<file path="src/calendar_date_add_sub_days_unit_macros.svh">
// Assertion macros shared by the date add/subtract unit.
`ifndef CALENDAR_DATE_ADD_SUB_DAYS_UNIT_MACROS_SVH
`define CALENDAR_DATE_ADD_SUB_DAYS_UNIT_MACROS_SVH

// Check a property on every clock edge outside reset.
`define CDAS_ASSERT(lbl, prop, msg) \
    lbl: assert property (@(posedge clk) disable iff (!rst_n) (prop)) else $error(msg);

// Check a property on every clock edge, reset included.
`define CDAS_ASSERT_ALWAYS(lbl, prop, msg) \
    lbl: assert property (@(posedge clk) (prop)) else $error(msg);

`endif

</file>
<file path="src/cdas_pkg.sv">
// Constants, status codes and calendar functions for the date add/subtract unit.
`timescale 1ns / 1ps

package cdas_pkg;

    localparam int COUNT_BITS_DEFAULT = 16;

    localparam int DAY_W    = 5;
    localparam int MONTH_W  = 4;
    localparam int YEAR_W   = 14;
    localparam int STATUS_W = 2;

    // Result tdata: day, month, year, status from bit 0 up, padded to 32 bits
    localparam int OUT_FIELDS_W = DAY_W + MONTH_W + YEAR_W + STATUS_W;
    localparam int OUT_TDATA_W  = ((OUT_FIELDS_W + 7) / 8) * 8;

    localparam logic [YEAR_W-1:0]  YEAR_MIN    = YEAR_W'(1);
    localparam logic [YEAR_W-1:0]  YEAR_MAX    = YEAR_W'(9999);
    localparam logic [YEAR_W-1:0]  LEAP_CYCLE  = YEAR_W'(400);
    localparam logic [MONTH_W-1:0] MONTH_JAN   = MONTH_W'(1);
    localparam logic [MONTH_W-1:0] MONTH_FEB   = MONTH_W'(2);
    localparam logic [MONTH_W-1:0] MONTH_DEC   = MONTH_W'(12);
    localparam logic [DAY_W-1:0]   FEB_LEN     = DAY_W'(28);

    typedef enum logic [STATUS_W-1:0] {
        STATUS_OK        = 2'd0,
        STATUS_BAD_DATE  = 2'd1,
        STATUS_YEAR_OOR  = 2'd2
    } status_t;

    // Leap test on the year taken modulo 400 (value below 400).
    function automatic logic is_leap(input logic [YEAR_W-1:0] rem);
        logic century;
        century = (rem == YEAR_W'(100)) || (rem == YEAR_W'(200)) || (rem == YEAR_W'(300));
        return (rem[1:0] == 2'b00) && !century;
    endfunction

    // Days in a month; months outside 1..12 read as 31.
    function automatic logic [DAY_W-1:0] month_len(input logic [MONTH_W-1:0] month,
                                                   input logic leap);
        logic [DAY_W-1:0] len;
        unique case (month)
            4'd2:                      len = leap ? (FEB_LEN + DAY_W'(1)) : FEB_LEN;
            4'd4, 4'd6, 4'd9, 4'd11:   len = DAY_W'(30);
            default:                   len = DAY_W'(31);
        endcase
        return len;
    endfunction

endpackage

</file>
<file path="src/calendar_date_add_sub_days_unit.sv">
// Gregorian date add/subtract unit: moves a date by a day count one month per cycle.
`timescale 1ns / 1ps

// Takes a start date, a day count and a direction on the slave stream and
// returns the moved date with a status on the master stream. One item is in
// work at a time and s_tready is low meanwhile. A subtractor first reduces
// the start year modulo 400 for the leap rule, and the date then moves in
// month steps, one per cycle through the month-length table and the count
// subtractor (about 2155 steps at most for a 16-bit count). A finished
// result sits in the output register, so a new item is taken while it
// waits. Status 1 flags an invalid start date, status 2 a year leaving
// 1..9999; both return the start date unchanged.
module calendar_date_add_sub_days_unit #(
    parameter int COUNT_BITS = cdas_pkg::COUNT_BITS_DEFAULT
) (
    input  logic                                 clk,
    input  logic                                 rst_n,
    input  logic                                 s_tvalid,
    output logic                                 s_tready,
    // start_day, start_month, start_year, day_count, command; zero padded
    input  logic [((24 + COUNT_BITS + 7) / 8) * 8 - 1:0] s_tdata,
    output logic                                 m_tvalid,
    input  logic                                 m_tready,
    // result_day, result_month, result_year, status; zero padded
    output logic [cdas_pkg::OUT_TDATA_W-1:0]     m_tdata
);

    localparam int DW = cdas_pkg::DAY_W;
    localparam int MW = cdas_pkg::MONTH_W;
    localparam int YW = cdas_pkg::YEAR_W;
    localparam int SW = cdas_pkg::STATUS_W;

    localparam int MONTH_LSB   = DW;
    localparam int YEAR_LSB    = MONTH_LSB + MW;
    localparam int COUNT_LSB   = YEAR_LSB + YW;
    localparam int COMMAND_LSB = COUNT_LSB + COUNT_BITS;

    typedef enum logic [2:0] {
        ST_IDLE,
        ST_REDUCE,
        ST_CHECK,
        ST_STEP,
        ST_FINISH
    } state_t;

    state_t                 state_reg;
    logic [DW-1:0]          start_day_reg;
    logic [MW-1:0]          start_month_reg;
    logic [YW-1:0]          start_year_reg;
    logic [DW-1:0]          day_reg;
    logic [MW-1:0]          month_reg;
    logic [YW-1:0]          year_reg;
    logic [YW-1:0]          rem_reg;
    logic [COUNT_BITS-1:0]  left_reg;
    logic                   back_reg;
    cdas_pkg::status_t      fin_status_reg;
    logic [DW-1:0]          out_day_reg;
    logic [MW-1:0]          out_month_reg;
    logic [YW-1:0]          out_year_reg;
    cdas_pkg::status_t      out_status_reg;
    logic                   m_tvalid_reg;

    logic                   in_accept;
    logic                   out_free;
    logic                   leap_cur;
    logic [DW-1:0]          dim_cur;
    logic [DW-1:0]          room;
    logic                   fwd_fits;
    logic                   bwd_fits;
    logic                   month_is_dec;
    logic                   month_is_jan;
    logic [YW-1:0]          rem_inc;
    logic [YW-1:0]          rem_dec;
    logic [MW-1:0]          prev_month;
    logic [DW-1:0]          dim_prev;
    logic                   start_bad;

    assign s_tready  = (state_reg == ST_IDLE);
    assign in_accept = s_tvalid && s_tready;
    assign out_free  = !m_tvalid_reg || m_tready;
    assign m_tvalid  = m_tvalid_reg;
    assign m_tdata   = {{(cdas_pkg::OUT_TDATA_W - cdas_pkg::OUT_FIELDS_W){1'b0}},
                        out_status_reg, out_year_reg, out_month_reg, out_day_reg};

    // Month arithmetic shared by the check and step states
    always_comb
    begin
        leap_cur     = cdas_pkg::is_leap(rem_reg);
        dim_cur      = cdas_pkg::month_len(month_reg, leap_cur);
        room         = dim_cur - day_reg;
        fwd_fits     = left_reg <= (COUNT_BITS)'(room);
        bwd_fits     = left_reg < (COUNT_BITS)'(day_reg);
        month_is_dec = (month_reg == cdas_pkg::MONTH_DEC);
        month_is_jan = (month_reg == cdas_pkg::MONTH_JAN);
        rem_inc      = (rem_reg == cdas_pkg::LEAP_CYCLE - YW'(1)) ? '0 : rem_reg + YW'(1);
        rem_dec      = (rem_reg == '0) ? cdas_pkg::LEAP_CYCLE - YW'(1) : rem_reg - YW'(1);
        prev_month   = month_is_jan ? cdas_pkg::MONTH_DEC : month_reg - MW'(1);
        dim_prev     = cdas_pkg::month_len(prev_month,
                                           cdas_pkg::is_leap(month_is_jan ? rem_dec : rem_reg));
        start_bad    = (month_reg < cdas_pkg::MONTH_JAN) || (month_reg > cdas_pkg::MONTH_DEC) ||
                       (year_reg < cdas_pkg::YEAR_MIN) || (year_reg > cdas_pkg::YEAR_MAX) ||
                       (day_reg == '0) || (day_reg > dim_cur);
    end

    // Sequencer, working registers and output register
    always_ff @(posedge clk or negedge rst_n)
    begin
        if (!rst_n)
        begin
            state_reg    <= ST_IDLE;
            m_tvalid_reg <= 1'b0;
        end
        else
        begin
            // Drop the result once taken; the finish state reloads it itself
            if (m_tvalid_reg && m_tready && (state_reg != ST_FINISH))
            begin
                m_tvalid_reg <= 1'b0;
            end

            unique case (state_reg)
                ST_IDLE:
                begin
                    if (in_accept)
                    begin
                        start_day_reg   <= s_tdata[DW-1:0];
                        start_month_reg <= s_tdata[MONTH_LSB +: MW];
                        start_year_reg  <= s_tdata[YEAR_LSB +: YW];
                        day_reg         <= s_tdata[DW-1:0];
                        month_reg       <= s_tdata[MONTH_LSB +: MW];
                        year_reg        <= s_tdata[YEAR_LSB +: YW];
                        rem_reg         <= s_tdata[YEAR_LSB +: YW];
                        left_reg        <= s_tdata[COUNT_LSB +: COUNT_BITS];
                        back_reg        <= s_tdata[COMMAND_LSB];
                        state_reg       <= ST_REDUCE;
                    end
                end

                ST_REDUCE:
                begin
                    // Take the year modulo 400, one subtraction a cycle
                    if (rem_reg >= cdas_pkg::LEAP_CYCLE)
                    begin
                        rem_reg <= rem_reg - cdas_pkg::LEAP_CYCLE;
                    end
                    else
                    begin
                        state_reg <= ST_CHECK;
                    end
                end

                ST_CHECK:
                begin
                    if (start_bad)
                    begin
                        fin_status_reg <= cdas_pkg::STATUS_BAD_DATE;
                        state_reg      <= ST_FINISH;
                    end
                    else
                    begin
                        state_reg <= ST_STEP;
                    end
                end

                ST_STEP:
                begin
                    if (!back_reg)
                    begin
                        // Advance: finish inside this month or roll to the next
                        if (fwd_fits)
                        begin
                            day_reg        <= day_reg + left_reg[DW-1:0];
                            left_reg       <= '0;
                            fin_status_reg <= cdas_pkg::STATUS_OK;
                            state_reg      <= ST_FINISH;
                        end
                        else
                        begin
                            left_reg <= left_reg - (COUNT_BITS)'(room);
                            day_reg  <= '0;
                            if (month_is_dec)
                            begin
                                month_reg <= cdas_pkg::MONTH_JAN;
                                if (year_reg >= cdas_pkg::YEAR_MAX)
                                begin
                                    fin_status_reg <= cdas_pkg::STATUS_YEAR_OOR;
                                    state_reg      <= ST_FINISH;
                                end
                                else
                                begin
                                    year_reg <= year_reg + YW'(1);
                                    rem_reg  <= rem_inc;
                                end
                            end
                            else
                            begin
                                month_reg <= month_reg + MW'(1);
                            end
                        end
                    end
                    else
                    begin
                        // Step back: finish inside this month or fall to the previous
                        if (bwd_fits)
                        begin
                            day_reg        <= day_reg - left_reg[DW-1:0];
                            left_reg       <= '0;
                            fin_status_reg <= cdas_pkg::STATUS_OK;
                            state_reg      <= ST_FINISH;
                        end
                        else
                        begin
                            left_reg  <= left_reg - (COUNT_BITS)'(day_reg);
                            month_reg <= prev_month;
                            day_reg   <= dim_prev;
                            if (month_is_jan)
                            begin
                                if (year_reg <= cdas_pkg::YEAR_MIN)
                                begin
                                    fin_status_reg <= cdas_pkg::STATUS_YEAR_OOR;
                                    state_reg      <= ST_FINISH;
                                end
                                else
                                begin
                                    year_reg <= year_reg - YW'(1);
                                    rem_reg  <= rem_dec;
                                end
                            end
                            else if (left_reg == (COUNT_BITS)'(day_reg))
                            begin
                                fin_status_reg <= cdas_pkg::STATUS_OK;
                                state_reg      <= ST_FINISH;
                            end
                        end
                    end
                end

                ST_FINISH:
                begin
                    // Load the output register once it is free
                    if (out_free)
                    begin
                        if (fin_status_reg == cdas_pkg::STATUS_OK)
                        begin
                            out_day_reg   <= day_reg;
                            out_month_reg <= month_reg;
                            out_year_reg  <= year_reg;
                        end
                        else
                        begin
                            out_day_reg   <= start_day_reg;
                            out_month_reg <= start_month_reg;
                            out_year_reg  <= start_year_reg;
                        end
                        out_status_reg <= fin_status_reg;
                        m_tvalid_reg   <= 1'b1;
                        state_reg      <= ST_IDLE;
                    end
                end

                default:
                begin
                    state_reg <= ST_IDLE;
                end
            endcase
        end
    end

`include "calendar_date_add_sub_days_unit_macros.svh"

    `CDAS_ASSERT(a_rem_in_cycle, (state_reg == ST_STEP) |-> (rem_reg < cdas_pkg::LEAP_CYCLE), "year remainder not reduced below 400 while stepping")
    `CDAS_ASSERT(a_step_month_ok, (state_reg == ST_STEP) |-> ((month_reg >= cdas_pkg::MONTH_JAN) && (month_reg <= cdas_pkg::MONTH_DEC) && (day_reg <= dim_cur)), "month or day out of range while stepping")
    `CDAS_ASSERT(a_ok_result_valid, (m_tvalid_reg && (out_status_reg == cdas_pkg::STATUS_OK)) |-> ((out_month_reg >= cdas_pkg::MONTH_JAN) && (out_month_reg <= cdas_pkg::MONTH_DEC) && (out_day_reg != '0) && (out_year_reg >= cdas_pkg::YEAR_MIN) && (out_year_reg <= cdas_pkg::YEAR_MAX)), "ok result carries an invalid date")
    `CDAS_ASSERT_ALWAYS(a_reset_idle, (!rst_n) |=> ((state_reg == ST_IDLE) && !m_tvalid_reg), "unit not idle during reset")

endmodule

</file>
<file path="config.mk">
export PLATFORM = sky130hd
export DESIGN_NAME = calendar_date_add_sub_days_unit
export DESIGN_NICKNAME = d
export VERILOG_FILES = /design/src/cdas_pkg.sv /design/src/calendar_date_add_sub_days_unit.sv
export VERILOG_INCLUDE_DIRS = /design/src /design/src/src
export SDC_FILE = /design/constraint.sdc
export NUM_CORES = 1
export LEC_CHECK = 0
export ABC_AREA = 0
export ABC_CLOCK_PERIOD_IN_PS = 5500
export BUFFER_PORTS_ARGS = -buffer_cell sky130_fd_sc_hd__buf_2
export CORE_MARGIN = 5
export CORE_UTILIZATION = 55
export CTS_BUF_LIST = sky130_fd_sc_hd__clkbuf_8
export DETAILED_ROUTE_END_ITERATION = 10
export GPL_ROUTABILITY_DRIVEN = 0
export PLACE_DENSITY_LB_ADDON = 0.12
export SLEW_MARGIN = 0
export SYNTH_ARGS = -nofsm -noshare
export SYNTH_HDL_FRONTEND = slang
export SYNTH_SLANG_ARGS = --single-unit
export TNS_END_PERCENT = 5
</file>
<file path="constraint.sdc">
create_clock -name clk -period 5.5 [get_ports clk]
set_input_delay 0.275 -clock clk [delete_from_list [all_inputs] [get_ports clk]]
set_output_delay 0.275 -clock clk [all_outputs]
set_load 0.05 [all_outputs]
</file>
Word-level counts from Yosys, hierarchy flattened
Index checks and enable logic that the tools add are counted.
- input bits: 44
- logic and storage cells: 186
- output and inout port bits: 34
- register bits after elaboration: 108
- $lt $le $gt $ge: 10
- eq/ne operators: 40
- reduce and logical (&&, ||, !) cells: 37
- muxes and demuxes: 71
- $add $sub $neg: 12
- operator list (cell ; number):
    $mux 14 ; 20
    $mux 16 ; 4
    $eq 14x9->1 const B ; 3
    $pmux 14 s3 ; 1
    $mux 3 ; 12
    $pmux 16 s2 ; 1
    $sub 16x5->16 ; 2
    $add 14x1->14 const B ; 2
    $eq 14x7->1 const B ; 2
    $eq 14x8->1 const B ; 2
    $mux 4 ; 7
    $pmux 14 s2 ; 1
    $sub 14x1->14 const B ; 2
    $mux 5 ; 5
    $ne 3x3->1 const B ; 7
    $eq 4x4->1 const B ; 5
    $mux 2 ; 9
    $eq 16x5->1 ; 1
    $eq 4x3->1 const B ; 4
    $le 16x5->1 ; 1
    $lt 16x5->1 ; 1
    $pmux 3 s5 ; 1
    $ge 14x14->1 const B ; 1
    $ge 14x9->1 const B ; 1
    other kinds (39) ; 75

Longest topological paths before layout
Gate-level depths: netlist of run 1.
- depth in word-level cells: 13
- gate-level depth with buffers: 24

Worst setup path after synthesis of run 1
No wires, ideal clock.
- path kind: register to register
- start point: register rem_reg[4]
- end point: register rem_reg[10], enable pin
- arrival time: 5.641 ns
- cell stages (with the launch flop): 24
- setup slack: -0.575 ns
- buffers on the path: 3
- cell sequence: edfxtp_1 clkbuf_1 inv_1 ha_1 clkbuf_1 inv_1 nor4_1 o21a_1 o21ai_0 nand2_1 a21oi_1 o32ai_1 ha_1 fa_1 inv_1 fa_1 nor2b_1 o31ai_1 a32o_1 a21o_1 buf_2 nand2_1 a21oi_1 a2111oi_0
- cells in the longest elaborated chain, start to end: 11
- elaborated cells between the ends (all ways): 15
- those cells by class: 1 x add/sub; 2 x order compare; 5 x eq/ne; 2 x mux; 5 x reduce/logical
- RTL lines (item ; line ; RTL):
    from (decl) ; calendar_date_add_sub_days_unit.sv:53 ; logic [YW-1:0] rem_reg;
    from (signal assigned) ; calendar_date_add_sub_days_unit.sv:132 ; rem_reg <= s_tdata[YEAR_LSB +: YW];
    from (signal assigned) ; calendar_date_add_sub_days_unit.sv:144 ; rem_reg <= rem_reg - cdas_pkg::LEAP_CYCLE;
    from (signal assigned) ; calendar_date_add_sub_days_unit.sv:192 ; rem_reg <= rem_inc;
    $eq 14x7->1 or $eq 14x8->1 (tied branches) ; cdas_pkg.sv:34 ; century = (rem == YEAR_W'(100)) || (rem == YEAR_W'(200)) || (rem == YEAR_W'(300));
    $logic_or 1x1->1 (2 in series) ; cdas_pkg.sv:34 ;
    $logic_not 1->1 ; cdas_pkg.sv:35 ; return (rem[1:0] == 2'b00) && !century;
    $logic_and 1x1->1 ; cdas_pkg.sv:35 ;
    $mux 1 ; cdas_pkg.sv:43 ; 4'd2: len = leap ? (FEB_LEN + DAY_W'(1)) : FEB_LEN;
    $pmux 2 s2 ; cdas_pkg.sv:42 ; unique case (month)
    $sub 5x5->5 ; calendar_date_add_sub_days_unit.sv:90 ; room = dim_cur - day_reg;
    $le 16x5->1 ; calendar_date_add_sub_days_unit.sv:91 ; fwd_fits = left_reg <= (COUNT_BITS)'(room);
    $ne 3x3->1 (no source line) ; -- ;
    $reduce_and 10->1 (no source line) * ; -- ;
Every way passes the cells marked *; elsewhere a longest branch is shown, timed or not.
A chain may end at the register's enable or synchronous reset.

Worst setup path in the final report of run 1
- start point: register rem_reg[0]
- end point: register year_reg[10], enable pin
- cells in the longest elaborated chain, start to end: 11
- elaborated cells between the ends (all ways): 14
- those cells by class: 1 x add/sub; 1 x order compare; 4 x eq/ne; 2 x mux; 6 x reduce/logical
- RTL lines (item ; line ; RTL):
    $eq 14x7->1 or $eq 14x8->1 (tied branches) ; cdas_pkg.sv:34 ;
    $logic_or 1x1->1 (2 in series) ; cdas_pkg.sv:34 ;
    $logic_not 1->1 ; cdas_pkg.sv:35 ;
    $logic_and 1x1->1 * ; cdas_pkg.sv:35 ;
    $mux 1 * ; cdas_pkg.sv:43 ;
    $pmux 2 s2 * ; cdas_pkg.sv:42 ;
    $sub 5x5->5 * ; calendar_date_add_sub_days_unit.sv:90 ;
    $le 16x5->1 * ; calendar_date_add_sub_days_unit.sv:91 ;
    $ne 3x3->1 (no source line) * ; -- ;
    $reduce_and 9->1 (no source line) * ; -- ;
    to (signal assigned) ; calendar_date_add_sub_days_unit.sv:131 ; year_reg <= s_tdata[YEAR_LSB +: YW];
    to (signal assigned) ; calendar_date_add_sub_days_unit.sv:191 ; year_reg <= year_reg + YW'(1);
    to (signal assigned) ; calendar_date_add_sub_days_unit.sv:225 ; year_reg <= year_reg - YW'(1);
    to (decl) ; calendar_date_add_sub_days_unit.sv:52 ; logic [YW-1:0] year_reg;
Marked as above.

==> impl_metrics.toml, run 1 <==
[placed_design]
placed_cells_incl_taps = 1045
postPlaceCellArea_sq_um = 8308
hpwlAfterDp_microns = 15210
placement.io_buffers = 70

[route]
detail_route.vias_per_cell = 6.286
drt.antenna.violating_nets = 0
wl_microns = 20810
detailroute.via_count = 6688
drt-initial-drc-count = 626
first_pass_iters = 7
remaining_drc_errors = 0
avgRoutedWirePerCell_microns = 19.56

[yosys]
syn-instance-count = 837
number_of_enable_type_register_cells_in_the_synthesized_netlist = 104
synth_ff_type = "sky130_fd_sc_hd__edfxtp_1"
avgSynthCellArea_sq_um = 9.383
post_synth_top_area_cell = "sky130_fd_sc_hd__edfxtp_1"
ys_types = 73
postSynth.asyncResetShare_pct = 3.704
synth_sequential_area_ratio_pct = 41.04
synth_warnings = 0
yosysTopAreaCellShare_pct = 39.76
mappedNetlistArea_sq_um = 7854
yosys_register_bits = 108
synth_area_leaders = "sky130_fd_sc_hd__edfxtp_1 40%, sky130_fd_sc_hd__ha_1 5.7%, sky130_fd_sc_hd__o21ai_0 3.8%"

[cells_and_area]
num-fill-cells = 1181
final_area_sq_um = 8552
layout-area-overhead-vs-synth_pct = 8.890
layout.cells.most_common = "sky130_fd_sc_hd__edfxtp_1"
count_of_inserted_antenna_diode_cells = 0
largest_register_ffs = 16
post_layout_nonfiller_instances = 1064
final_net_count = 964
final_layout_size_suffix_gt1_share_pct = 17.53
layout.cells.most_common_list = "104 x sky130_fd_sc_hd__edfxtp_1, 79 x sky130_fd_sc_hd__nand2_1, 70 x sky130_fd_sc_hd__buf_2, 68 x sky130_fd_sc_hd__nor2_1, 60 x sky130_fd_sc_hd__o21ai_0"

[critical_path]
timing.critical_path.from_type = "register"
critical_path.cell_chain = "inv_1 -> ha_1 -> nand4b_1 -> nor3_1 -> o21a_1 -> o21ai_0 -> nand2_1 -> a21oi_1 -> o32ai_1 -> ha_1 -> fa_1 -> xor2_1 -> ha_1 -> nor2b_1 -> o31ai_1 -> a32o_1 -> a21o_2 -> nand2_1 -> a21oi_1 -> nor2_1 -> buf_4"
start_of_the_worst_register_to_register_path = "rem_reg[0]"
crit_path_top_delay_cell = "sky130_fd_sc_hd__edfxtp_1"
regToRegSetupSlack_ns = 0.39
worstPathArrival_ns = 5.25
worst_path_required_time_ns = 5.64
critPathMostFrequentCell = "sky130_fd_sc_hd__ha_1"
r2r.worst_path.cells = 21
worst_stage_delay_on_the_critical_path_ns = 0.50
regToRegEndpoint = "year_reg[10]"
timing.critical_path.to_type = "register"
timing.setup.critical_path_class = "reg -> reg"
timing.critical_path.fanout_max = 14

[clock_network]
ctsHtreeMaxLevel = 3
clk-insertion-delay-late_ns = 0.39
cts-buffers-inserted = 9
cts_root_buffer = "sky130_fd_sc_hd__clkbuf_8"
cts_tree = "built"
number_of_clock_sinks = 108
ctsLongestPathBuffers = 2
clkSlewWorstSetupHoldPaths_ns = 0.11

[timing]
max_clock_freq_mhz = 195.6
finalSetupViolCount = 0
layout_worst_path_cycle_share_pct = 92.97
grt_setup_unrepaired = "false"
final_max_slew_viol_count = 0
finalWorstPathRequiredPeriod_ns = 5.113
setup_tns_ns = 0
final_hold_viol_count = 0
worst_pin_slew_ns = 0.9802
fin_skew_ns = 0.01645
slew-limit-headroom_pct = 34.58

[grt]
busiest_layer_in_global_routing = "met2"
gr-usage-all-layers_pct = 24.84
global_route.usage.met3_pct = 3.627
use_met2_pct = 38.51
vias_in_the_first_global_route = 6319
grt_remaining_overflow = 0
initial_antenna_violation_count = 0
global_route_wire_length_before_repair_microns = 33020
grt_util_met1_pct = 36.26
grt_start_max_net_pins = 54

[floorplan]
ports = 78
die_width_microns = 129.5
core_area_sq_um = 13930
fp-row-count = 43
floorplan.die_area_sq_um = 16770
starting_density_pct = 56.36
die_height_microns = 129.5

[power]
report.power.total_uw = 3460
power.share.switching_pct = 43.24
power-per-cell-area_nw_per_um2 = 404.6
max-vdd-ir-drop_mv = 0.1808
leakage_uw = 0.003189
netSwitchingPower_uw = 1496
clockPowerShare_pct = 15.5
combinational_power_share_pct = 45.6
power_report.internal_total_uw = 1964
power.share.sequential_pct = 38.9

[status]
run_status = "complete, no violations"

[flow_run]
max_capacitance_violation_total = 0

[hold_path]
depth_of_the_worst_hold_timing_path = 1
worstHoldStart = "s_tdata[39]"
worstHoldPathType = "in -> reg"
hold_end = "back_reg"
==> routing by layer <==
| layer | up-vias | part of all wire, % |
|---|---|---|
| li1 | 3190 | - |
| met3 | 29 | 6.9 |
| met4 | 0 | 1.8 |
| met1 | 3187 | 46 |
| met2 | 282 | 45 |
| met5 | - | 0 |
==> Yosys cell counts, drive strengths merged, types with 5 or more instances <==
library cell / number
edfxtp: 104
nand2: 79
nor2: 71
o21ai: 60
clkbuf: 47
a21oi: 45
inv: 39
ha: 36
xnor2: 28
mux2: 23
nor3: 23
nand3: 21
xor2: 21
buf: 16
a31oi: 14
nand4: 13
nor4: 13
o22ai: 10
a211oi: 9
a221oi: 8
and3: 8
o21a: 7
o31ai: 7
a21o: 6
a221o: 6
nand2b: 6
nor3b: 6
or2: 6
or3: 6
a32oi: 5
fa: 5
nor2b: 5
o21bai: 5
or4: 5
==> kinds of logic (layout without fill, tap and decap cells) <==
kind of cell	count (synthesis)	count (layout)	synth area share, %
simple gates	286	286	18.59
compound gates	223	223	18.67
flops	108	108	41.04
fa+ha+maj	41	41	7.010
mux	27	27	3.808
buf+inv	102	143	5.369
xor+xnor	49	49	5.465
other cells	1	7	0.04775
==> worst max-delay path by stage <==
stage	from	endpoint	slack, ns	cells after the start
2_1_floorplan	rem_reg[4]	rem_reg[10]	0.41	23
3_3_place_gp	rem_reg[4]	rem_reg[11]	0.55	21
3_5_place_dp	rem_reg[4]	year_reg[9]	0.32	21
4_1_cts	rem_reg[4]	year_reg[9]	0.29	21
5_1_grt	rem_reg[4]	year_reg[3]	0.04	21
6_report	rem_reg[0]	year_reg[10]	0.39	21
==> metrics by stage <==
stage               util, %  hold slack (ns)  worst slack, ns
detailed placement    59.62           0.1095           0.3232
global route          61.37          0.05877          0.03969
floorplan                 -         -0.02059           0.4068
CTS                   61.26          0.05591           0.2913
finish                61.37          0.06737           0.3868
global placement      59.62           0.1064           0.5518
==> cell type report <==
| class | count | area (sq um) | share of cell area [%] |
|---|---|---|---|
| clock buffer | 11 | 151.4 | 1.770 |
| clock inverter | 5 | 66.31 | 0.7754 |
| inverter | 39 | 146.4 | 1.712 |
| multi-input combinational | 633 | 4252 | 49.71 |
| sequential | 108 | 3223 | 37.69 |
| tap | 180 | 225.2 | 2.634 |
| timing repair buffer | 88 | 488.0 | 5.706 |
==> worst max-delay path: cells and delay by family (launching register included) <==
kind / cells / cell delay, ns
AOI/OAI and AO/OA: 8 / 1.94
DFF: 1 / 0.50
adders and majority gates: 4 / 1.25
xor gates and xnor gates: 1 / 0.17
buffers and inverters: 2 / 0.33
and+or+nand+nor: 6 / 0.65
==> what timing repair did <==
item	in CTS	in global routing
hold endpoints to repair	4	0
hold buffers	1	0
buffers inserted	0	2
resized for setup	0	1
setup endpoints to repair	0	32
==> power by group through the flow <==
stage / combinational [uW] / clock [uW] / sequential [uW]
after floorplan: 1190 / 0 / 1300
after global placement: 1500 / 0 / 1350
after detailed placement: 1540 / 0 / 1360
after CTS: 1550 / 540 / 1340
after global routing: 1730 / 576 / 1370
final: 1580 / 538 / 1350
No activity file was read; power rests on OpenSTA's default activity.
==> run 2, diff against run 1 <==
- ABC_AREA: 0 -> 1
- GPL_TIMING_DRIVEN: not set -> 0
==> impl_metrics.toml, run 2 <==
[status]
run_status = "complete, no violations"

[cells_and_area]
num-fill-cells = 1289
final_area_sq_um = 8865
final_net_count = 1145
layout.cells.most_common = "sky130_fd_sc_hd__nand2_1"
multi_input_area_sq_um = 4141
largest_register_ffs = 16
register_area_sq_um = 3223
count_of_inserted_antenna_diode_cells = 0
layout.cells.most_common_list = "172 x sky130_fd_sc_hd__nand2_1, 108 x sky130_fd_sc_hd__nor2_1, 104 x sky130_fd_sc_hd__edfxtp_1, 100 x sky130_fd_sc_hd__inv_1, 71 x sky130_fd_sc_hd__buf_2"
layout-area-overhead-vs-synth_pct = 11.66
postLayoutCoreUtil_pct = 61.69
final_layout_size_suffix_gt1_share_pct = 17.01

[power]
leakage_uw = 0.003743
power.share.switching_pct = 47.66
power_report.internal_total_uw = 2194
combinational_power_share_pct = 53.7
power-per-cell-area_nw_per_um2 = 472.8
netSwitchingPower_uw = 1998
clockPowerShare_pct = 12.9
max-vdd-ir-drop_mv = 0.2270
power.share.sequential_pct = 33.4

[critical_path]
critPathTopFamily = "adder cells"
critical_path.cell_chain = "inv_1 -> ha_1 -> nand2_1 -> nor3_1 -> nand2_1 -> nand3_1 -> a22o_1 -> ha_1 -> fa_1 -> inv_1 -> fa_1 -> o21ai_1 -> nand2_1 -> nand2_2 -> nor2_2 -> nand2_1 -> nand2_1 -> nor2_4 -> inv_2 -> nand2_1 -> o2111ai_2 -> a211oi_4"
worst_stage_delay_on_the_critical_path_ns = 0.62
cp_num_cells = 22
timing.critical_path.from_type = "register"
r2r.worst_path.cells = 22
cp-startpoint = "rem_reg[4]"
critPathMostFrequentCell = "sky130_fd_sc_hd__nand2_1"
start_of_the_worst_register_to_register_path = "rem_reg[4]"
worstPathArrival_ns = 5.16
crit_path_top_delay_cell = "sky130_fd_sc_hd__a211oi_4"
worst_path_required_time_ns = 5.53
timing.critical_path.to_type = "register"
path_buf_inv = 3
timing.setup.critical_path_class = "reg -> reg"
timing.critical_path.fanout_max = 10

[hold_path]
worstHoldPathType = "in -> reg"
depth_of_the_worst_hold_timing_path = 1
worstHoldStart = "s_tdata[4]"

[clock_network]
cts_root_buffer = "sky130_fd_sc_hd__clkbuf_8"
number_of_clock_sinks = 108
cts_tree = "built"
ctsHtreeMaxLevel = 3
cts-buffers-inserted = 9
ctsLongestPathBuffers = 2
clk-insertion-delay-late_ns = 0.39
clkSlewWorstSetupHoldPaths_ns = 0.10
post_cts_buffers = 0

[flow_run]
max_capacitance_violation_total = 0

[route]
remaining_drc_errors = 0
avgRoutedWirePerCell_microns = 17.72
detail_route.vias_per_cell = 5.758
drt-initial-drc-count = 813
drt.antenna.violating_nets = 0
wl_microns = 22120
detailroute.via_count = 7186
first_pass_iters = 5

[yosys]
cell_with_the_most_instances_after_synthesis = "sky130_fd_sc_hd__nand2_1"
number_of_enable_type_register_cells_in_the_synthesized_netlist = 104
post_synth_most_frequent_cells = "172 x sky130_fd_sc_hd__nand2_1, 109 x sky130_fd_sc_hd__nor2_1, 104 x sky130_fd_sc_hd__edfxtp_1, 100 x sky130_fd_sc_hd__inv_1, 69 x sky130_fd_sc_hd__a21oi_1"
synth_warnings = 0
ys_types = 58
syn-instance-count = 967
yosysTopAreaCellShare_pct = 39.34
avgSynthCellArea_sq_um = 8.210
yosys_register_bits = 108
post_synth_top_area_cell = "sky130_fd_sc_hd__edfxtp_1"
synth_ff_type = "sky130_fd_sc_hd__edfxtp_1"
synth_area_leaders = "sky130_fd_sc_hd__edfxtp_1 39%, sky130_fd_sc_hd__nand2_1 8.1%, sky130_fd_sc_hd__ha_1 5.7%"
mappedNetlistArea_sq_um = 7939
synth_sequential_area_ratio_pct = 40.60
postSynth.asyncResetShare_pct = 3.704

[grt]
busiest_layer_in_global_routing = "met2"
grt_util_met1_pct = 37.50
global_route.usage.met3_pct = 4.339
gr-usage-all-layers_pct = 26.30
global_route_wire_length_before_repair_microns = 34360
vias_in_the_first_global_route = 6547
use_met2_pct = 40.92
grt_remaining_overflow = 0
initial_antenna_violation_count = 0
grt_start_max_net_pins = 18

[placed_design]
postPlaceCellArea_sq_um = 8620
hpwlAfterDp_microns = 17160
placement.io_buffers = 70

[timing]
final_hold_viol_count = 0
layout_worst_path_cycle_share_pct = 93.25
worst_pin_slew_ns = 0.7791
grt_setup_unrepaired = "false"
fin_skew_ns = 0.007921
finalWorstPathRequiredPeriod_ns = 5.129
slew-limit-headroom_pct = 48.06
final_max_slew_viol_count = 0
setup_tns_ns = 0
finalSetupViolCount = 0
max_clock_freq_mhz = 195.0

[floorplan]
ports = 78
die_width_microns = 130.1
die_height_microns = 130.1
fp-row-count = 44
starting_density_pct = 55.25
floorplan.die_area_sq_um = 16940
core_area_sq_um = 14370
[run 2: final timing paths]
check	end	slack, ns
setup / recovery	rem_reg[12]	0.37
hold / removal	start_day_reg[4]	0.08
setup reg to reg	rem_reg[12]	0.37
hold reg to reg	out_status_reg[0]	0.47
max in group asynchronous	state_reg[2]	5.08
min in group asynchronous	m_tvalid	0.25
[run 2: per-stage QoR]
step                std cells  power [uW]  hold slack, ns  worst slack (ns)
global placement         1227        3552          0.1255          -0.08740
global route             1248        4501         0.06982           0.08486
detailed placement       1232        3599          0.1250          -0.06249
finish                   1248        4191         0.07841            0.3711
floorplan                 973        3009        -0.02059             1.031
CTS                      1248        4142         0.06934           0.08009
[run 2: cell families (layout without fill, tap and decap cells)]
logic type | Yosys count | after routing | synth area share [%]
DFF | 108 | 108 | 40.60
other | 1 | 7 | 0.04724
adders and majority gates | 41 | 41 | 6.935
xor gates and xnor gates | 37 | 37 | 4.082
AOI/OAI and AO/OA | 210 | 210 | 15.71
and+or+nand+nor | 418 | 418 | 24.46
muxes | 1 | 1 | 0.1418
buffers and inverters | 151 | 242 | 8.022
[run 2: power by group through the flow]
stage / Combinational, uW / Clock [uW] / Sequential (uW)
floorplan: 1610 / 0 / 1400
global placement: 2140 / 0 / 1420
detailed placement: 2190 / 0 / 1410
CTS: 2200 / 545 / 1390
global route: 2500 / 580 / 1430
finish: 2250 / 541 / 1400
[run 2: cell type report]
type / count / area share (%)
repair buffers: 76 / 4.785
multi-input cells: 714 / 46.72
inverters: 116 / 4.912
clock buffers: 9 / 1.397
flip-flops and latches: 108 / 36.36
clock inverters: 6 / 0.9598
plain buffers: 35 / 2.272
well taps: 184 / 2.597
[run 2: routing by layer]
| metal | vias to the layer above | routed length, microns |
|---|---|---|
| met2 | 334 | 9831 |
| met1 | 3312 | 9812 |
| met4 | 0 | 558 |
| met5 | - | 0 |
| met3 | 45 | 1918 |
| li1 | 3495 | - |
[run 2: timing repair]
| item | CTS | global route |
|---|---|---|
| gates resized for setup | 1 | 4 |
| endpoints found under the setup margin | 14 | 24 |
| hold endpoints to repair | 4 | 0 |
| hold buffers | 1 | 0 |
| pin swaps | 0 | 0 |
==> run 3, diff against run 2 <==
- CTS_BUF_LIST: sky130_fd_sc_hd__clkbuf_8 -> sky130_fd_sc_hd__clkbuf_16
==> impl_metrics.toml, run 3 (synthesized netlist as in run 2, its figures left out) <==
[route]
avgRoutedWirePerCell_microns = 17.73
drt.antenna.violating_nets = 0
remaining_drc_errors = 0
first_pass_iters = 5
detailroute.via_count = 7213
wl_microns = 22130
detail_route.vias_per_cell = 5.780
drt-initial-drc-count = 853

[clock_network]
clkSlewWorstSetupHoldPaths_ns = 0.07
ctsHtreeMaxLevel = 3
clk-insertion-delay-late_ns = 0.36
cts_root_buffer = "sky130_fd_sc_hd__clkbuf_16"
ctsLongestPathBuffers = 2
number_of_clock_sinks = 108
cts-buffers-inserted = 9
post_cts_buffers = 0
cts_tree = "built"

[critical_path]
start_of_the_worst_register_to_register_path = "rem_reg[4]"
worst_path_required_time_ns = 5.49
timing.critical_path.fanout_max = 10
timing.critical_path.to_type = "register"
r2r.worst_path.cells = 22
timing.setup.critical_path_class = "reg -> reg"
timing.critical_path.from_type = "register"
regToRegEndpoint = "rem_reg[9]"
crit_end = "rem_reg[9]"
cp-startpoint = "rem_reg[4]"
worstPathArrival_ns = 5.13
regToRegSetupSlack_ns = 0.36

[timing]
finalWorstPathRequiredPeriod_ns = 5.143
finalSetupViolCount = 0
setup_tns_ns = 0
slew-limit-headroom_pct = 48.06
grt_setup_unrepaired = "false"
worst_pin_slew_ns = 0.7791
fin_skew_ns = 0.008417
max_clock_freq_mhz = 194.4
finalHoldWorstSlack_ns = 0.1119
final_max_slew_viol_count = 0
layout_worst_path_cycle_share_pct = 93.51
final_hold_viol_count = 0

[power]
max-vdd-ir-drop_mv = 0.2270
leakage_uw = 0.003789
power-per-cell-area_nw_per_um2 = 485.8

[flow_run]
max_capacitance_violation_total = 0

[floorplan]
starting_density_pct = 55.25
fp-row-count = 44
die_height_microns = 130.1
floorplan.die_area_sq_um = 16940
die_width_microns = 130.1
core_area_sq_um = 14370
ports = 78

[grt]
initial_antenna_violation_count = 0
global_route_wire_length_before_repair_microns = 34470
gr-usage-all-layers_pct = 26.29
grt_start_max_net_pins = 18
grt_remaining_overflow = 0
vias_in_the_first_global_route = 6550

[placed_design]
placed_cells_incl_taps = 1232
hpwlAfterDp_microns = 17160
placement.io_buffers = 70

[cells_and_area]
final_layout_size_suffix_gt1_share_pct = 17.01
count_of_inserted_antenna_diode_cells = 0
layout.cells.most_common = "sky130_fd_sc_hd__nand2_1"
layout-area-overhead-vs-synth_pct = 12.94
layout.cells.most_common_list = "172 x sky130_fd_sc_hd__nand2_1, 108 x sky130_fd_sc_hd__nor2_1, 104 x sky130_fd_sc_hd__edfxtp_1, 100 x sky130_fd_sc_hd__inv_1, 71 x sky130_fd_sc_hd__buf_2"
num-fill-cells = 1262
largest_register_ffs = 16
multi_input_area_sq_um = 4141
final_net_count = 1145
register_area_sq_um = 3223
post_layout_nonfiller_instances = 1248

[hold_path]
worstHoldPathType = "in -> reg"

[status]
run_status = "complete, no violations"
-- run 3: cell types whose count changed in the layout (fill, tap and decap cells not counted) --
cell,delta
sky130_fd_sc_hd__clkbuf_16,+9
sky130_fd_sc_hd__clkbuf_8,-9
-- run 3: final cells by class --
type,count,area share [%]
clock inverters,6,0.9489
repair buffers,76,4.731
clock buffers,9,2.512
inverters,116,4.856
multi-input cells,714,46.19
flip-flops and latches,108,35.95
plain buffers,35,2.247
well taps,184,2.568
-- run 3: metrics by stage --
stage / worst slack (ns) / total power (uW) / utilization, % / cell area [sq um]
6_report: 0.3568 / 4356 / 62.40 / 8966
5_1_grt: 0.08176 / 4665 / 62.40 / 8966
3_3_place_gp: -0.08740 / 3552 / 59.45 / 8542
4_1_cts: 0.08339 / 4305 / 62.23 / 8942
2_1_floorplan: 1.031 / 3009 / - / 7961
3_5_place_dp: -0.06249 / 3599 / 59.99 / 8620
-- run 3: worst min path at each step --
| stage | startpoint | end | slack [ns] | depth (start not counted) |
|---|---|---|---|---|
| floorplan | rst_n | m_tvalid | -0.02 | 0 |
| global placement | rst_n | m_tvalid | 0.13 | 1 |
| detailed placement | rst_n | m_tvalid | 0.12 | 1 |
| CTS | s_tdata[4] | start_day_reg[4] | 0.11 | 1 |
| global route | s_tdata[4] | start_day_reg[4] | 0.12 | 1 |
| finish | s_tdata[4] | start_day_reg[4] | 0.11 | 1 |
-- run 3: worst max-delay path: stages (launching register included) --
cell and delay [ns]:
sky130_fd_sc_hd__edfxtp_1 0.50, sky130_fd_sc_hd__inv_1 0.21, sky130_fd_sc_hd__ha_1 0.30, sky130_fd_sc_hd__nand2_1 0.12, sky130_fd_sc_hd__nor3_1 0.05, sky130_fd_sc_hd__nand2_1 0.06
sky130_fd_sc_hd__nand3_1 0.14, sky130_fd_sc_hd__a22o_1 0.22, sky130_fd_sc_hd__ha_1 0.21, sky130_fd_sc_hd__fa_1 0.52, sky130_fd_sc_hd__inv_1 0.06, sky130_fd_sc_hd__fa_1 0.42
sky130_fd_sc_hd__o21ai_1 0.19, sky130_fd_sc_hd__nand2_1 0.10, sky130_fd_sc_hd__nand2_2 0.10, sky130_fd_sc_hd__nor2_2 0.07, sky130_fd_sc_hd__nand2_1 0.07, sky130_fd_sc_hd__nand2_1 0.13
sky130_fd_sc_hd__nor2_4 0.20, sky130_fd_sc_hd__inv_2 0.14, sky130_fd_sc_hd__nand2_1 0.09, sky130_fd_sc_hd__o2111ai_2 0.19, sky130_fd_sc_hd__a211oi_4 0.63
-- run 3: per-layer routing --
metal	routed length, microns	track usage [%]	part of all wire [%]	vias to the layer above
met3	2042	4.503	9.2	43
li1	-	-	-	3495
met1	9667	37.58	44	3341
met4	497	8.191	2.2	0
met2	9918	41.01	45	334
met5	0	0	0	-
-- run 3: power by group --
part,internal (uW),total [uW],switching (uW)
clock,398,705,308
sequential,1200,1400,204
combinational,743,2250,1510
total,2340,4360,2020
-- run 3: what timing repair did --
item | in CTS | in global routing
hold endpoints to repair | 4 | 0
hold buffers | 1 | 0
gates resized for setup | 1 | 4
setup endpoints to repair | 14 | 24
